## src/hdl/sli_pkg.sv

```systemverilog
// ----------------------------------------------------------------------------
// Sorted list package
// Shared types and codes for the sorted list insert and remove unit.
// ----------------------------------------------------------------------------
package sli_pkg;

    // Field widths of the stream payloads.
    localparam int VALUE_W  = 32;
    localparam int STATUS_W = 2;
    localparam int TOTAL_W  = 5;
    localparam int S_DATA_W = 32;
    localparam int M_DATA_W = 40;

    // Command carried in the input tuser bit.
    typedef enum logic {
        CMD_INSERT = 1'b0,
        CMD_REMOVE = 1'b1
    } cmd_t;

    // Result status codes.
    typedef enum logic [STATUS_W-1:0] {
        ST_DONE    = 2'd0,
        ST_FULL    = 2'd1,
        ST_MISSING = 2'd2
    } status_t;

    // Sequencer states.
    typedef enum logic [2:0] {
        S_IDLE,
        S_INS_RD,
        S_INS_CMP,
        S_REM_RD,
        S_REM_CMP,
        S_FINISH
    } seq_state_t;

endpackage

```

## src/hdl/sli_ram.sv

```systemverilog
// ----------------------------------------------------------------------------
// Generic single-port-write RAM
// One write port and one read port with a registered read.
// ----------------------------------------------------------------------------
module sli_ram #(
    parameter int WIDTH = 32,
    parameter int DEPTH = 16
) (
    input  logic                     aclk,
    input  logic                     wr_en,
    input  logic [$clog2(DEPTH)-1:0] wr_addr,
    input  logic [WIDTH-1:0]         wr_data,
    input  logic [$clog2(DEPTH)-1:0] rd_addr,
    output logic [WIDTH-1:0]         rd_data
);

    logic [WIDTH-1:0] mem [DEPTH];

    // Write port and registered read port.
    always_ff @(posedge aclk) begin
        if (wr_en) begin
            mem[wr_addr] <= wr_data;
        end
        rd_data <= mem[rd_addr];
    end

endmodule

```

## src/hdl/sorted_list_insert_remove_unit.sv

```systemverilog
// ----------------------------------------------------------------------------
// Sorted list insert and remove unit
// Keeps up to DEPTH signed 32-bit values in ascending order in a RAM. Each
// input transfer carries a command in tuser (insert or remove) and a value in
// tdata, and produces one result transfer with a status, the entry count and
// the smallest held entry (zero when empty). An insert lands after all equal
// entries; a remove deletes the first equal entry. One command is worked at a
// time and the input is not ready meanwhile. The RAM has one read and one
// write port with a registered read, so the sequencer visits each entry in
// a read state and then a compare state. An insert into a full list goes
// straight to the finish state. A result waiting at the output stalls only
// the completion of the next command.
// ----------------------------------------------------------------------------
module sorted_list_insert_remove_unit #(
    parameter int DEPTH = 16
) (
    input  logic                         aclk,
    input  logic                         aresetn,
    // Input channel.
    input  logic                         s_tvalid,
    output logic                         s_tready,
    input  logic [sli_pkg::S_DATA_W-1:0] s_tdata,   // [31:0] value
    input  logic                         s_tuser,   // [0] cmd
    // Result channel.
    output logic                         m_tvalid,
    input  logic                         m_tready,
    output logic [sli_pkg::M_DATA_W-1:0] m_tdata    // [1:0] status, [6:2] entry_total,
                                                    // [38:7] smallest, [39] zero
);

    import sli_pkg::*;

    localparam int IDX_W = $clog2(DEPTH);
    localparam int CNT_W = $clog2(DEPTH + 1);

    // Sequencer and datapath registers.
    seq_state_t                 state_reg, state_next;
    logic [CNT_W-1:0]           count_reg, count_next;
    logic [CNT_W-1:0]           idx_reg, idx_next;
    logic                       found_reg, found_next;
    logic signed [VALUE_W-1:0]  value_reg, value_next;
    status_t                    status_reg, status_next;
    logic signed [VALUE_W-1:0]  head_reg;
    logic                       m_tvalid_reg;
    logic [M_DATA_W-1:0]        m_tdata_reg;

    // RAM port signals.
    logic                       ram_we;
    logic [IDX_W-1:0]           ram_waddr;
    logic [VALUE_W-1:0]         ram_wdata;
    logic [IDX_W-1:0]           ram_raddr;
    logic [VALUE_W-1:0]         ram_rdata;

    logic [CNT_W-1:0]           idx_dec;
    logic                       in_xfer;
    logic                       out_load;
    logic                       rd_greater;
    logic                       rd_equal;
    logic signed [VALUE_W-1:0]  smallest;

    assign idx_dec    = idx_reg - CNT_W'(1);
    assign in_xfer    = s_tvalid && s_tready;
    assign rd_greater = $signed(ram_rdata) > value_reg;
    assign rd_equal   = $signed(ram_rdata) == value_reg;

    sli_ram #(
        .WIDTH (VALUE_W),
        .DEPTH (DEPTH)
    ) u_ram (
        .aclk    (aclk),
        .wr_en   (ram_we),
        .wr_addr (ram_waddr),
        .wr_data (ram_wdata),
        .rd_addr (ram_raddr),
        .rd_data (ram_rdata)
    );

    // Next state of the sequencer.
    always_comb begin
        state_next = state_reg;
        case (state_reg)
            S_IDLE: begin
                if (in_xfer) begin
                    if (cmd_t'(s_tuser) == CMD_REMOVE) begin
                        state_next = S_REM_RD;
                    end else if (count_reg == CNT_W'(DEPTH)) begin
                        state_next = S_FINISH;
                    end else begin
                        state_next = S_INS_RD;
                    end
                end
            end
            S_INS_RD: begin
                if (idx_reg == '0) begin
                    state_next = S_FINISH;
                end else begin
                    state_next = S_INS_CMP;
                end
            end
            S_INS_CMP: begin
                if (rd_greater) begin
                    state_next = S_INS_RD;
                end else begin
                    state_next = S_FINISH;
                end
            end
            S_REM_RD: begin
                if (idx_reg == count_reg) begin
                    state_next = S_FINISH;
                end else begin
                    state_next = S_REM_CMP;
                end
            end
            S_REM_CMP: state_next = S_REM_RD;
            S_FINISH: begin
                if (out_load) begin
                    state_next = S_IDLE;
                end
            end
            default: state_next = S_IDLE;
        endcase
    end

    // Sequencer outputs: handshake and RAM controls.
    always_comb begin
        s_tready  = 1'b0;
        out_load  = 1'b0;
        ram_we    = 1'b0;
        ram_waddr = idx_reg[IDX_W-1:0];
        ram_wdata = value_reg;
        ram_raddr = idx_reg[IDX_W-1:0];
        case (state_reg)
            S_IDLE: s_tready = 1'b1;
            S_INS_RD: begin
                // Read the entry just below the hole; at the bottom, fill it.
                ram_raddr = idx_dec[IDX_W-1:0];
                ram_we    = (idx_reg == '0);
            end
            S_INS_CMP: begin
                // Larger entries move up one place; otherwise the value lands.
                ram_we = 1'b1;
                if (rd_greater) begin
                    ram_wdata = ram_rdata;
                end
            end
            S_REM_CMP: begin
                // After the match, every entry moves down one place.
                ram_we    = found_reg;
                ram_waddr = idx_dec[IDX_W-1:0];
                ram_wdata = ram_rdata;
            end
            S_FINISH: out_load = !m_tvalid_reg || m_tready;
            default: s_tready = 1'b0;
        endcase
    end

    // Datapath next values.
    always_comb begin
        count_next  = count_reg;
        idx_next    = idx_reg;
        found_next  = found_reg;
        value_next  = value_reg;
        status_next = status_reg;
        case (state_reg)
            S_IDLE: begin
                if (in_xfer) begin
                    value_next = $signed(s_tdata[VALUE_W-1:0]);
                    found_next = 1'b0;
                    if (cmd_t'(s_tuser) == CMD_REMOVE) begin
                        idx_next = '0;
                    end else begin
                        idx_next = count_reg;
                        if (count_reg == CNT_W'(DEPTH)) begin
                            status_next = ST_FULL;
                        end
                    end
                end
            end
            S_INS_RD: begin
                if (idx_reg == '0) begin
                    count_next  = count_reg + CNT_W'(1);
                    status_next = ST_DONE;
                end
            end
            S_INS_CMP: begin
                if (rd_greater) begin
                    idx_next = idx_dec;
                end else begin
                    count_next  = count_reg + CNT_W'(1);
                    status_next = ST_DONE;
                end
            end
            S_REM_RD: begin
                if (idx_reg == count_reg) begin
                    if (found_reg) begin
                        count_next  = count_reg - CNT_W'(1);
                        status_next = ST_DONE;
                    end else begin
                        status_next = ST_MISSING;
                    end
                end
            end
            S_REM_CMP: begin
                idx_next = idx_reg + CNT_W'(1);
                if (rd_equal) begin
                    found_next = 1'b1;
                end
            end
            default: count_next = count_reg;
        endcase
    end

    // Control registers.
    always_ff @(posedge aclk) begin
        if (!aresetn) begin
            state_reg    <= S_IDLE;
            count_reg    <= '0;
            m_tvalid_reg <= 1'b0;
        end else begin
            state_reg <= state_next;
            count_reg <= count_next;
            if (out_load) begin
                m_tvalid_reg <= 1'b1;
            end else if (m_tready) begin
                m_tvalid_reg <= 1'b0;
            end
        end
    end

    // Payload registers; the head copy follows every write to the first entry.
    always_ff @(posedge aclk) begin
        idx_reg    <= idx_next;
        found_reg  <= found_next;
        value_reg  <= value_next;
        status_reg <= status_next;
        if (ram_we && ram_waddr == '0) begin
            head_reg <= $signed(ram_wdata);
        end
        if (out_load) begin
            m_tdata_reg <= {1'b0, smallest, TOTAL_W'(count_reg), status_reg};
        end
    end

    assign smallest = (count_reg == '0) ? '0 : head_reg;
    assign m_tvalid = m_tvalid_reg;
    assign m_tdata  = m_tdata_reg;

`ifndef SYNTH
    // The entry count never exceeds the store size.
    a_count_bound: assert property (@(posedge aclk) disable iff (!aresetn)
        count_reg <= CNT_W'(DEPTH))
        else $error("entry count above DEPTH");

    // Writes stay within the held entries plus the one slot being filled.
    a_write_range: assert property (@(posedge aclk) disable iff (!aresetn)
        ram_we |-> ({1'b0, ram_waddr} <= (IDX_W + 1)'(count_reg)))
        else $error("RAM write beyond the held entries");

    // After an input transfer the unit is not ready in the cycle that follows.
    a_busy_after_accept: assert property (@(posedge aclk) disable iff (!aresetn)
        in_xfer |=> !s_tready)
        else $error("input ready right after a transfer");

    // A dropped insert is reported only when the store is full.
    a_full_status: assert property (@(posedge aclk) disable iff (!aresetn)
        (out_load && status_reg == ST_FULL) |-> (count_reg == CNT_W'(DEPTH)))
        else $error("full status with free entries");
`endif

endmodule

```

## config.mk

```make
export PLATFORM = sky130hd
export DESIGN_NAME = sorted_list_insert_remove_unit
export DESIGN_NICKNAME = d
export VERILOG_FILES = /design/src/hdl/sli_pkg.sv /design/src/hdl/sli_ram.sv /design/src/hdl/sorted_list_insert_remove_unit.sv
export SDC_FILE = /design/constraint.sdc
export NUM_CORES = 1
export LEC_CHECK = 0
export BUFFER_PORTS_ARGS = -buffer_cell sky130_fd_sc_hd__buf_2
export CORE_MARGIN = 5
export CORE_UTILIZATION = 45
export DETAILED_ROUTE_END_ITERATION = 8
export HOLD_SLACK_MARGIN = 0.15
export PLACE_DENSITY = 0.6
export SLEW_MARGIN = 15
export SYNTH_ARGS = -nofsm -noshare
export SYNTH_HDL_FRONTEND = slang
export SYNTH_SLANG_ARGS = --single-unit
```

## constraint.sdc

```tcl
create_clock -name aclk -period 6.65 [get_ports aclk]
set_input_delay 0 -clock aclk [delete_from_list [all_inputs] [get_ports aclk]]
set_output_delay 0 -clock aclk [all_outputs]
set_load 0.05 [all_outputs]
```

* Word-level counts from Yosys, hierarchy flattened
Memories as Yosys holds them, arrays and structs flattened. A register that Yosys moved wholly into a read port is not among the register bits.
Index checks and enable logic that the tools add are counted.
** Cells by class
- Add/subtract/negate cells :: 4
- Multiplexer cells :: 39
- Eq/ne operators :: 18
- Order comparisons :: 1
- Reductions and logical operators :: 19
** Operator list (count)
- $pmux 32 s2 :: 1
- $mux 5 :: 7
- $eq 32x32->1 :: 1
- $gt 32x32->1 :: 1
- $mux 32 :: 1
- $pmux 5 s3 :: 2
- $ne 2x2->1 const B :: 10
- $mux 3 :: 6
- $pmux 3 s6 :: 1
- $mux 2 :: 7
- $add 5x1->5 const B :: 2
- $logic_not 5->1 :: 2
- $sub 5x1->5 const B :: 2
- $mux 1 :: 9
- $mux 4 :: 2
- $pmux 2 s4 :: 1
- $reduce_and 7->1 :: 1
- $eq 3x2->1 const B :: 2
- $eq 3x3->1 const B :: 2
- $reduce_and 3->1 :: 2
- $reduce_bool 3->1 :: 2
- $eq 5x5->1 :: 1
- $eq 5x5->1 const B :: 1
- $reduce_and 5->1 :: 1
- 11 further kinds :: 14
** Word-level totals
- Word-level logic and storage cells :: 92
- Register bits after elaboration :: 120
- Output and inout bits :: 42
- Memories kept :: 1
- RAM bits :: 512
- Input bits :: 37
** Memories
- u_ram.mem :: depth 16, width 32, read ports 1, clocked after memory_dff 1, write ports 1, RTL line sli_ram.sv:17 : logic [WIDTH-1:0] mem [DEPTH];

* Logic depth before layout (Yosys ltp)
Gate-level depths: netlist (run 1).
- Depth in word-level cells :: 5
- Depth in mapped cells :: 11
- Gate-level depth less buffers :: 10

* Hierarchy
Synthesis (run 1) repeated with hierarchy kept, for this count alone.
** Unflattened totals
- Cell total of the unflattened synthesis :: 1306
- Area total of the unflattened synthesis :: 25938.6 µm²
** Modules (own cells, without submodules)
- sli_ram :: area each 19835.3 µm², times used 1, cells an instance 838
- sorted_list_insert_remove_unit :: area each 6103.4 µm², times used 1, cells an instance 468

* Least setup slack after synthesis (run 1)
OpenSTA, ideal clock, no wires.
- Path type :: flip-flop to flip-flop
- From :: register state_reg[0]
- To :: register m_tdata_reg[0] (netlist: m_tdata[0]), enable pin
- Setup time :: 492 ps
- Stages on the path, launching flop included :: 4
- Path slack :: 2447 ps
- Arrival :: 3711 ps
- Data required time :: 6158 ps
- Path buffers :: 1
- Period minus slack after synthesis :: 4203 ps
- Cells stage by stage :: dfxtp_1 > clkbuf_1 > nand2_1 > nor3b_1
** Between the ends
- Cells in the longest elaborated chain, start to end :: 2
** RTL lines
- start, declared :: RTL line sorted_list_insert_remove_unit.sv:37 : seq_state_t state_reg, state_next;
- start signal, assigned :: RTL line sorted_list_insert_remove_unit.sv:220 : state_reg <= state_next;
- $eq 3x3->1 :: RTL line sorted_list_insert_remove_unit.sv:132 : case (state_reg)
- $mux 1 :: RTL line sorted_list_insert_remove_unit.sv:132
- net out_load :: RTL line sorted_list_insert_remove_unit.sv:56 : logic out_load;
- end signal, assigned :: RTL line sorted_list_insert_remove_unit.sv:240 : m_tdata_reg <= {1'b0, smallest, TOTAL_W'(count_reg), status_reg};
- end, declared :: RTL line sorted_list_insert_remove_unit.sv:45 : logic [M_DATA_W-1:0] m_tdata_reg;
The timed path passes the listed nets, and every way through them passes these cells.
A chain may end at the register's enable or synchronous reset.

* Worst setup path after layout (run 1)
- From :: register value_reg[14]
- To :: memory u_ram.mem[0][19], data pin
** Between the ends
- Cells in the longest elaborated chain, start to end :: 3
** RTL lines
- start, declared :: RTL line sorted_list_insert_remove_unit.sv:41 : logic signed [VALUE_W-1:0] value_reg, value_next;
- start signal, assigned :: RTL line sorted_list_insert_remove_unit.sv:234 : value_reg <= value_next;
- $gt 32x32->1 :: RTL line sorted_list_insert_remove_unit.sv:63 : assign rd_greater = $signed(ram_rdata) > value_reg;
- $mux 32 :: RTL line sorted_list_insert_remove_unit.sv:142 : if (rd_greater) begin
- $pmux 32 s2 :: RTL line sorted_list_insert_remove_unit.sv:132
- net ram_wdata[19] :: RTL line sorted_list_insert_remove_unit.sv:50 : logic [VALUE_W-1:0] ram_wdata;
- end, declared :: RTL line sli_ram.sv:17
The timed path passes the listed nets, and every way through them passes these cells.

==> results.toml, run 1 <==
[status]
status = "complete, no violations"

[power_and_ir_drop]
power_mw = 13.0
combPwrFrac_pct = 33.7
switching_power_mw = 3.94
power_density_nw_per_um2 = 447
p_leak_nw = 9.77
p_sw_share_pct = 30.3
internal_power_mw = 9.05
power_frac_seq_pct = 40.7
vdd.ir_drop.worst_v = 0.000515
pwr-share-clk_pct = 25.6

[drt]
drc_errors = 0
via_per_inst = 5.54
antenna_left = 0
drt-wirelength-per-cell_um = 25.9
first_pass_iters = 6
num_vias = 12100
first_iter_violations = 1045
totalWireLength_um = 56500

[floorplan]
initial_utilization_pct = 45.4
coreArea_sq_um = 55000
dieArea_sq_um = 60300
die_h_um = 246
io_pins = 79
die_x_um = 246
rows = 86

[final_layout]
diodes = 0
register_area_sq_um = 18600
nFillCells = 4268
fin_cells = 2180
largest_reg_flops = 512
fin_nets = 1456
multi_input_area_sq_um = 6210
layout-drive-gt1-share_pct = 29.1
post-route-cell-area_sq_um = 29100
area_delta_synth_final_pct = 16.5

[worst_setup_path]
crit_family = "compound AO/OA/AOI/OAI gates"
crit_chain = "inv_1 > ha_1 > nand4_1 > nor4_1 > a21boi_1 > or4b_4 > a2111oi_4 > xor2_2 > a31oi_4 > buf_12 > mux2_2"
required_ns = 6.98
arrival_ns = 4.89
max_stage_delay_ns = 0.84
critPathSlowestCell = "a31oi_4"
cp-start-kind = "register"
cp_num_buf_inv = 2
worstSetupEndpointType = "register"
cp_max_fo = 17
crit_type = "register to register"

[global_routing]
gr-total-overflow = 0
grtUsageTotal_pct = 18.8
grt_pass1_vias = 12600
grt_pass1_wl_um = 83500
grt_max_degree = 95
antenna_found_initial = 0

[logic_synthesis]
synthCells = 1198
synth.area.mux_share_pct = 16.6
synth_fp_nets = 1274
ys_seq_elements = 632
synth_top_family_by_area = "multiplexers"
seq_area_frac_synth_pct = 74.4
async_flop_share_pct = 0
synth-xor-area-share_pct = 0.521
avgSynthCellArea_sq_um = 20.8
synth.distinct_cells = 59
synthTopCellsByArea = "edfxtp_1 (71%), mux4_2 (14%), dfxtp_1 (3.3%)"
synth_top_area_share_pct = 71.1
synthFlopType = "edfxtp_1"
synth-edff-count = 591
syn_area_sq_um = 25000
synth-simple-area-share_pct = 2.99
synth_top_area_cell = "edfxtp_1"
synth_compound_area_share_pct = 1.99
synthAdderAreaFrac_pct = 1.98
synth_warnings = 0

[clock_network]
htree_levels = 2
clkSinkCount = 632
cts_tree = "yes"
clockRootBuffer = "clkbuf_16"
cts_buffer_depth = 3
cts_buffers = 61
clkTransAtPathRegs_ns = 0.06
worstSkewPairLatency_ns = 0.62

[timing]
max_slew_margin_pct = 23.5
final_max_slew_viol_count = 0
min_period_ns = 4.56
rsz0062_at_grt = "false"
finalHoldViolCount = 0
finalClockSkew_ns = 0.0187
worst_pin_slew_ns = 1.14
fin_setup_tns_ns = 0
setup_viol = 0
timing.fmax_ghz = 0.219
timing.final.crit_share_pct = 68.6

[place]
place_congestion = 0.815
dpl.hpwl_um = 30300
place_area_sq_um = 26500
port_buffers = 77
dp_cells = 1997

[min_path]
hold_class = "primary input to register"

[flow_run]
maxCapViolations = 0
-- metrics by stage --
stage | worst slack, ns | hold WS [ns] | utilization (%)
after floorplan | 2.45 | 0.0989 | -
after global placement | 1.97 | 0.203 | 48.2
after detailed placement | 2.00 | 0.199 | 48.2
after CTS | 1.97 | 0.156 | 52.8
after global routing | 1.90 | 0.159 | 52.9
final | 2.09 | 0.184 | 52.9
-- final cells by class --
type,instances,share of cell area (%)
Tap cell,748,3.22
Clock buffer,79,5.58
Multi-Input combinational cell,470,21.3
Sequential cell,632,63.8
Clock inverter,36,0.938
Timing Repair Buffer,172,4.51
Inverter,43,0.555
-- power groups by stage --
stage                     combinational [mW]  sequential (mW)  clock, mW
after floorplan                         3.30             5.30          0
after global placement                  4.38             5.36          0
after detailed placement                4.42             5.37          0
after CTS                               4.47             5.29       3.38
after global routing                    4.77             5.32       3.56
final                                   4.38             5.29       3.32
-- layout by cell type (no fill, tap or decap), types with 3 or more instances in the layout --
master / Yosys / layout
clkinv_2: 0 / 18
xor2_1: 5 / 3
ha_1: 38 / 38
a21oi_1: 26 / 25
nor2_1: 37 / 20
o22a_1: 4 / 4
a31oi_1: 3 / 3
clkbuf_1: 32 / 15
xnor2_1: 8 / 7
dfxtp_1: 41 / 41
buf_2: 1 / 77
nand2b_1: 5 / 5
nor2_4: 0 / 17
buf_4: 1 / 25
mux2_4: 30 / 30
a211oi_1: 3 / 3
clkbuf_8: 0 / 3
edfxtp_1: 591 / 591
nor2b_1: 35 / 35
inv_1: 43 / 43
nand3_1: 8 / 8
bufinv_16: 0 / 4
mux4_2: 160 / 160
mux2i_1: 6 / 6
dlygate4sd3_1: 0 / 67
o21ai_0: 4 / 4
clkbuf_16: 0 / 61
nand2_1: 33 / 33
nand4_1: 5 / 5
a22oi_1: 4 / 4
a21o_1: 6 / 6
nor3_1: 8 / 8
clkinv_1: 0 / 12
-- kinds of logic (layout without fill, tap and decap cells) --
logic type	Yosys count	after routing
XOR/XNOR	14	14
multiplexers	198	198
AO/OA/AOI/OAI	71	71
AND/OR/NAND/NOR	147	147
other	1	1
flip-flops	632	632
adder cells (fa/ha/maj)	39	39
buffers and inverters	96	330
-- Yosys cell counts (2+ instances only) --
| cell | count |
|---|---|
| edfxtp_1 | 591 |
| mux4_2 | 160 |
| inv_1 | 43 |
| dfxtp_1 | 41 |
| ha_1 | 38 |
| nor2_1 | 37 |
| nor2b_1 | 35 |
| nand2_1 | 33 |
| clkbuf_1 | 32 |
| mux2_4 | 30 |
| a21oi_1 | 26 |
| buf_1 | 16 |
| nand3_1 | 8 |
| nor3_1 | 8 |
| xnor2_1 | 8 |
| a21o_1 | 6 |
| mux2i_1 | 6 |
| nand2b_1 | 5 |
| nand4_1 | 5 |
| xor2_1 | 5 |
| a22oi_1 | 4 |
| o21ai_0 | 4 |
| o22a_1 | 4 |
| a211oi_1 | 3 |
| a31oi_1 | 3 |
| buf_6 | 3 |
| a21boi_0 | 2 |
| a221oi_1 | 2 |
| a311o_1 | 2 |
| and4_1 | 2 |
| mux2_2 | 2 |
| nor3b_1 | 2 |
| nor4_1 | 2 |
| o211ai_1 | 2 |
| o21a_1 | 2 |
| o22ai_1 | 2 |
| or4_1 | 2 |
-- worst register-to-register path, stage by stage, from the launching register on --
cell and delay, ns:
edfxtp_1 0.34, inv_1 0.05, ha_1 0.30, nand4_1 0.28
nor4_1 0.69, a21boi_1 0.41, or4b_4 0.23, a2111oi_4 0.08
xor2_2 0.25, a31oi_4 0.84, buf_12 0.31, mux2_2 0.48
-- per-layer routing --
metal  up-vias  GRT usage, %  part of all wire, %
li1       5255             -                    -
met1      6413          27.0                   44
met2       337          31.2                   50
met3        64          2.68                  4.9
met4         0          4.23                  1.6
met5         -             0                    0
-- path summary, 6_finish.rpt --
check,endpoint,from,slack [ns],cells past startpoint
worst min register to register,m_tdata[1],status_reg[1],0.43,0
worst max register to register,u_ram.mem[0][19],value_reg[14],2.09,11
worst min-delay path,value_reg[0],s_tdata[0],0.18,2
worst max-delay path,u_ram.mem[0][19],value_reg[14],2.09,11
-- what timing repair did --
item | CTS | global route
endpoints found under the hold margin | 48 | 0
hold buffers | 67 | 0
setup buffers | 0 | 0
gates resized for setup | 0 | 0
No activity file was read; power rests on OpenSTA's default activity.
==> run 2, diff against run 1 <==
--- a/config.mk
+++ b/config.mk
@@ -5,6 +5,7 @@
 export SDC_FILE = /design/constraint.sdc
 export NUM_CORES = 1
 export LEC_CHECK = 0
+export ABC_AREA = 1
 export BUFFER_PORTS_ARGS = -buffer_cell sky130_fd_sc_hd__buf_2
 export CORE_MARGIN = 5
 export CORE_UTILIZATION = 45
==> constraint.sdc (replaced) <==
create_clock -name aclk -period 4.4 [get_ports aclk]
set_input_delay 0 -clock aclk [delete_from_list [all_inputs] [get_ports aclk]]
set_output_delay 0 -clock aclk [all_outputs]
set_load 0.05 [all_outputs]
==> run 2 against run 1 <==
Net effect:
- sequential share of layout area is 1.1 points lower
- setup slack lost 1.2 ns
- clock-buffer cell count rose by 16
- worst hold slack got worse by 0.013 ns
- clock skew grew 0.0030 ns
- global-route usage is 3.1 points higher
- core utilization decreased by 0.18 points
- critical path depth decreased by 3
- first-iteration DRC count up 75%
- synthesized cell count grew 63%
- non-clock buffer count rose by 28
- register-to-register slack lost 1.2 ns
- critical endpoint is now u_ram.mem[2][22]
- largest cell class unchanged
==> results.toml, run 2 <==
[min_path]
hold_class = "primary input to register"

[logic_synthesis]
ys_seq_elements = 632
synthTopCellsByCount = "edfxtp_1 (591), nor2_1 (310), nand2_1 (167)"
syn_area_sq_um = 25400
synthCells = 1954
synth.distinct_cells = 44
synth-edff-count = 591
synthTopCellsByArea = "edfxtp_1 (70%), nor2_1 (4.6%), o221ai_1 (3.3%)"
synthFlopType = "edfxtp_1"
synth_warnings = 0
seq_area_frac_synth_pct = 73.1
synth_top_area_share_pct = 69.9
async_flop_share_pct = 0
synth_fp_nets = 2030
synth.most_common_cell = "edfxtp_1"
synth_top_area_cell = "edfxtp_1"
avgSynthCellArea_sq_um = 13.0

[global_routing]
grtUsageMet1_pct = 31.7
busiest_layer = "met2"
gr-usage-met3_pct = 3.97
grt_pass1_vias = 16000
grt_pass1_wl_um = 101000
gr-total-overflow = 0
globalRouteMet2Util_pct = 34.6
grt_max_degree = 141
antenna_found_initial = 3
grtUsageTotal_pct = 21.9

[timing]
min_period_ns = 3.54
worst_pin_slew_ns = 1.15
final_max_slew_viol_count = 0
postLayoutSetupSlackWorst_ns = 0.855
finalClockSkew_ns = 0.0218
timing.fmax_ghz = 0.282
holdWs_ns = 0.170
rsz0062_at_grt = "false"
fin_setup_tns_ns = 0
timing.final.crit_share_pct = 80.6
finalHoldViolCount = 0
max_slew_margin_pct = 23.5
setup_viol = 0

[worst_setup_path]
cp_max_fo = 20
arrival_ns = 3.82
worstSetupEndpointType = "register"
required_ns = 4.67
crit_type = "register to register"
cp-start-kind = "register"

[status]
status = "complete, no violations"

[clock_network]
clockRootBuffer = "clkbuf_16"
cts_buffer_depth = 3
post_cts_buffers = 0
cts_buffers = 67
clkTransAtPathRegs_ns = 0.06
cts_tree = "yes"
worstSkewPairLatency_ns = 0.59
htree_levels = 3
cts_hold_buf = 61
cts_resized = 0
clkSinkCount = 632

[flow_run]
maxCapViolations = 0

[power_and_ir_drop]
p_leak_nw = 10.3
combPwrFrac_pct = 38.3
pwr-share-clk_pct = 24.2
switching_power_mw = 8.48
internal_power_mw = 13.3
power_mw = 21.8
power_frac_seq_pct = 37.4
vdd.ir_drop.worst_v = 0.000755
p_sw_share_pct = 39.0
power_density_nw_per_um2 = 735

[drt]
first_pass_iters = 5
totalWireLength_um = 67700
num_vias = 16400
antenna_left = 0
drt-wirelength-per-cell_um = 23.2
drc_errors = 0
first_iter_violations = 1833
via_per_inst = 5.63

[final_layout]
fin_nets = 2185
layout-drive-gt1-share_pct = 12.4
largest_reg_flops = 512
fin_cells = 2915
layout_commonest_cell = "edfxtp_1"
diodes = 0
post-route-cell-area_sq_um = 29600
layout_common_cells = "edfxtp_1 (591), nor2_1 (292), nand2_1 (167), o21ai_1 (161), o21ai_0 (136)"
fin_util_pct = 52.7
area_delta_synth_final_pct = 16.6

[place]
port_buffers = 77
pre_cts_slack_ns = 0.934
place_congestion = 0.883
dp_cells = 2734
place_area_sq_um = 26900
dpl.hpwl_um = 36500

[floorplan]
initial_utilization_pct = 45.2
io_pins = 79
die_h_um = 248
coreArea_sq_um = 56200
die_x_um = 248
dieArea_sq_um = 61300
rows = 87
-- run 2: cell count changes after synthesis, sizes merged, moves of 38 or more --
cell,change
mux4,-160
o22ai,+38
nor2,+272
inv,+70
o21ai,+297
o221ai,+97
buf,+61
nand2,+139
nand3,+40
-- run 2: area by class of cell --
type / count / area [sq um]
tap: 756 / 946
timing repair buffer: 200 / 1670
fill: 4754 / 26600
multi-input combinational: 1093 / 5950
clock buffer: 95 / 1860
inverter: 115 / 439
clock inverter: 24 / 174
sequential: 632 / 18600
-- run 2: critical path: stages (launching register included) --
cell     delay [ns]
dfxtp_1        0.35
nor2_1         0.12
inv_1          0.10
nor2_1         0.73
o21ai_0        0.32
inv_1          0.15
nand3_1        0.35
nor2_4         0.78
buf_12         0.30
-- run 2: power groups by stage --
stage | logic (mW) | clock network [mW] | registers, mW
6_report | 8.34 | 5.28 | 8.15
3_5_place_dp | 8.24 | 0 | 8.27
5_1_grt | 9.20 | 5.61 | 8.20
2_1_floorplan | 5.51 | 0 | 8.25
3_3_place_gp | 8.10 | 0 | 8.26
4_1_cts | 8.32 | 5.37 | 8.15
-- run 2: per-layer routing --
metal  routed length, um  part of all wire [%]  up-vias
li1                    -                     -     7531
met1               29700                    44     8122
met2               31400                    46      637
met3                5070                   7.5      122
met4                1580                   2.3        2
met5                  15                 0.022        -
-- run 2: path summary, 6_finish.rpt --
| check | startpoint | to | slack [ns] | cells past startpoint |
|---|---|---|---|---|
| worst max-delay path | state_reg[1] | u_ram.mem[2][22] | 0.86 | 8 |
| worst min-delay path | s_tdata[31] | value_reg[31] | 0.17 | 2 |
| worst max register to register | state_reg[1] | u_ram.mem[2][22] | 0.86 | 8 |
| worst min register to register | status_reg[0] | m_tdata[0] | 0.42 | 0 |
-- run 2: kinds of logic after synthesis --
| kind of cell | share of synthesized area, % |
|---|---|
| compound gates | 12.0 |
| fa+ha+maj | 1.95 |
| other cells | 0.0148 |
| flops | 73.1 |
| buf+inv | 4.08 |
| simple gates | 8.58 |
| xor+xnor | 0.242 |
==> run 3, diff against run 2 <==
--- a/config.mk
+++ b/config.mk
@@ -11,7 +11,7 @@
 export CORE_UTILIZATION = 45
 export DETAILED_ROUTE_END_ITERATION = 8
 export HOLD_SLACK_MARGIN = 0.15
-export PLACE_DENSITY = 0.6
+export PLACE_DENSITY = 0.62
 export SLEW_MARGIN = 15
 export SYNTH_ARGS = -nofsm -noshare
 export SYNTH_HDL_FRONTEND = slang
==> constraint.sdc (replaced) <==
create_clock -name aclk -period 3 [get_ports aclk]
set_input_delay 0 -clock aclk [delete_from_list [all_inputs] [get_ports aclk]]
set_output_delay 0 -clock aclk [all_outputs]
set_load 0.05 [all_outputs]
==> run 3 against run 2 <==
Net effect:
- via count increased by 2.3%
- core utilization increased by 0.94 points
- setup slack got worse by 0.73 ns
- register-to-register slack got worse by 0.73 ns
- die area unchanged
- total power increased by 49%
- cell count increased by 1.5%
- routed wire length increased by 2.2%
- highest routed layer is now met4
- flip-flop and latch count unchanged
- critical path depth increased by 3
- worst hold slack improved by 0.0088 ns
==> results.toml, run 3 (synthesized netlist as in run 2, its figures left out) <==
[place]
pre_cts_slack_ns = 0.143
dpl.hpwl_um = 38500
place_area_sq_um = 27400
place_congestion = 0.858
port_buffers = 77
dp_cells = 2775

[clock_network]
clkSinkCount = 632
worstSkewPairLatency_ns = 0.60
cts_buffers = 66
clockRootBuffer = "clkbuf_16"
clkTransAtPathRegs_ns = 0.06
htree_levels = 3
cts_buffer_depth = 3
cts_tree = "yes"

[timing]
max_slew_margin_pct = 57.2
timing.final.crit_share_pct = 95.9
min_period_ns = 2.88
holdWs_ns = 0.179
rsz0062_at_grt = "true"
setup_viol = 0
finalClockSkew_ns = 0.0230
finalHoldViolCount = 0
worst_pin_slew_ns = 0.642
timing.fmax_ghz = 0.348
final_max_slew_viol_count = 0
postLayoutSetupSlackWorst_ns = 0.123
fin_setup_tns_ns = 0

[final_layout]
layout-drive-gt1-share_pct = 14.1
fin_nets = 2227
diodes = 0
area_delta_synth_final_pct = 18.7
post-route-cell-area_sq_um = 30100
layout_commonest_cell = "edfxtp_1"
layout_common_cells = "edfxtp_1 (591), nor2_1 (292), nand2_1 (165), o21ai_1 (162), o21ai_0 (136)"
largest_reg_flops = 512
fin_cells = 2959

[floorplan]
die_x_um = 248
coreArea_sq_um = 56200
io_pins = 79
dieArea_sq_um = 61300
initial_utilization_pct = 45.2
die_h_um = 248
rows = 87

[worst_setup_path]
worstSetupEndpointType = "register"
cp_max_fo = 27
crit_chain = "inv_1 > ha_1 > nand3_1 > nor2_1 > inv_1 > nor2_1 > nor2_1 > nand2_1 > nand3_1 > nor2_4 > buf_12"
cp-start-kind = "register"
r2r_cells = 11
required_ns = 3.26
max_stage_delay_ns = 0.49
arrival_ns = 3.13
r2r-start = "idx_reg[0]"
crit_type = "register to register"
timing.rr.end = "u_ram.mem[1][9]"
crit_top_cell = "nor2_1"
crit_start = "idx_reg[0]"
r2r_slack_ns = 0.12
critPathSlowestCell = "edfxtp_1"

[global_routing]
grt_pass1_wl_um = 102000
globalRouteMet2Util_pct = 35.6
grtUsageMet1_pct = 31.6
grt_pass1_vias = 16300
grtUsageTotal_pct = 22.4
gr-usage-met3_pct = 3.95
grt_max_degree = 89
busiest_layer = "met2"
gr-total-overflow = 0
antenna_found_initial = 1

[power_and_ir_drop]
p_leak_nw = 10.5
vdd.ir_drop.worst_v = 0.000601
power_density_nw_per_um2 = 1080

[drt]
totalWireLength_um = 69300
first_iter_violations = 1703
drc_errors = 0
antenna_left = 0
first_pass_iters = 6
num_vias = 16800
drt-wirelength-per-cell_um = 23.4
via_per_inst = 5.68

[status]
status = "complete, no violations"

[min_path]
hold_class = "primary input to register"
min_path_cells = 2
hold_start = "s_tdata[18]"
hold_end = "value_reg[18]"

[flow_run]
maxCapViolations = 0
-- run 3: cell count changes in the layout (fill, tap and decap cells not counted), sizes merged --
cell         before  now
buf             139  179
clkbuf           95   88
clkinvlp          2    7
dlygate4sd3      61   64
clkinv           21   23
bufinv            2    3
-- run 3: critical path: cells and delay by family, from the launching register on --
kind / cells / cell delay (ns)
flops: 1 / 0.49
simple gates: 7 / 1.15
buf+inv: 3 / 0.60
fa+ha+maj: 1 / 0.25
-- run 3: power breakdown --
| part | switching, mW | leakage [nW] | total [mW] | internal [mW] |
|---|---|---|---|---|
| clock network | 3.28 | 0.977 | 7.79 | 4.50 |
| logic | 8.85 | 3.84 | 12.7 | 3.82 |
| registers | 0.432 | 5.69 | 12.0 | 11.5 |
| total | 12.6 | 10.5 | 32.4 | 19.9 |
-- run 3: routing by layer --
| layer | vias up | share of wire (%) | wire (um) |
|---|---|---|---|
| li1 | 7608 | - | - |
| met4 | 0 | 2.8 | 1970 |
| met5 | - | 0 | 0 |
| met1 | 8319 | 43 | 29800 |
| met3 | 139 | 7.4 | 5110 |
| met2 | 732 | 47 | 32400 |
-- run 3: cell type report --
type	count	area, sq um
sequential	632	18600
fill	4687	26000
multi-input combinational	1093	5960
clock inverter	32	243
inverter	115	439
timing repair buffer	243	2170
tap	756	946
clock buffer	88	1810
-- run 3: stage by stage --
step,util [%],power (mW)
floorplan,-,20.2
global placement,48.8,24.3
detailed placement,48.8,24.6
CTS,53.6,32.5
global route,53.6,34.2
finish,53.6,32.4
-- run 3: worst max path at each step --
stage	to	cells past startpoint
after floorplan	u_ram.mem[5][0]	8
after global placement	u_ram.mem[12][27]	11
after detailed placement	u_ram.mem[12][30]	11
after CTS	state_reg[2]	14
after global routing	u_ram.mem[1][3]	11
final	u_ram.mem[1][9]	11
-- run 3: timing repair --
item | in CTS | in global routing
setup buffers | 0 | 0
hold buffers | 63 | 1
gates resized for setup | 0 | 6
setup endpoints to repair | 0 | 41
endpoints found under the hold margin | 65 | 1
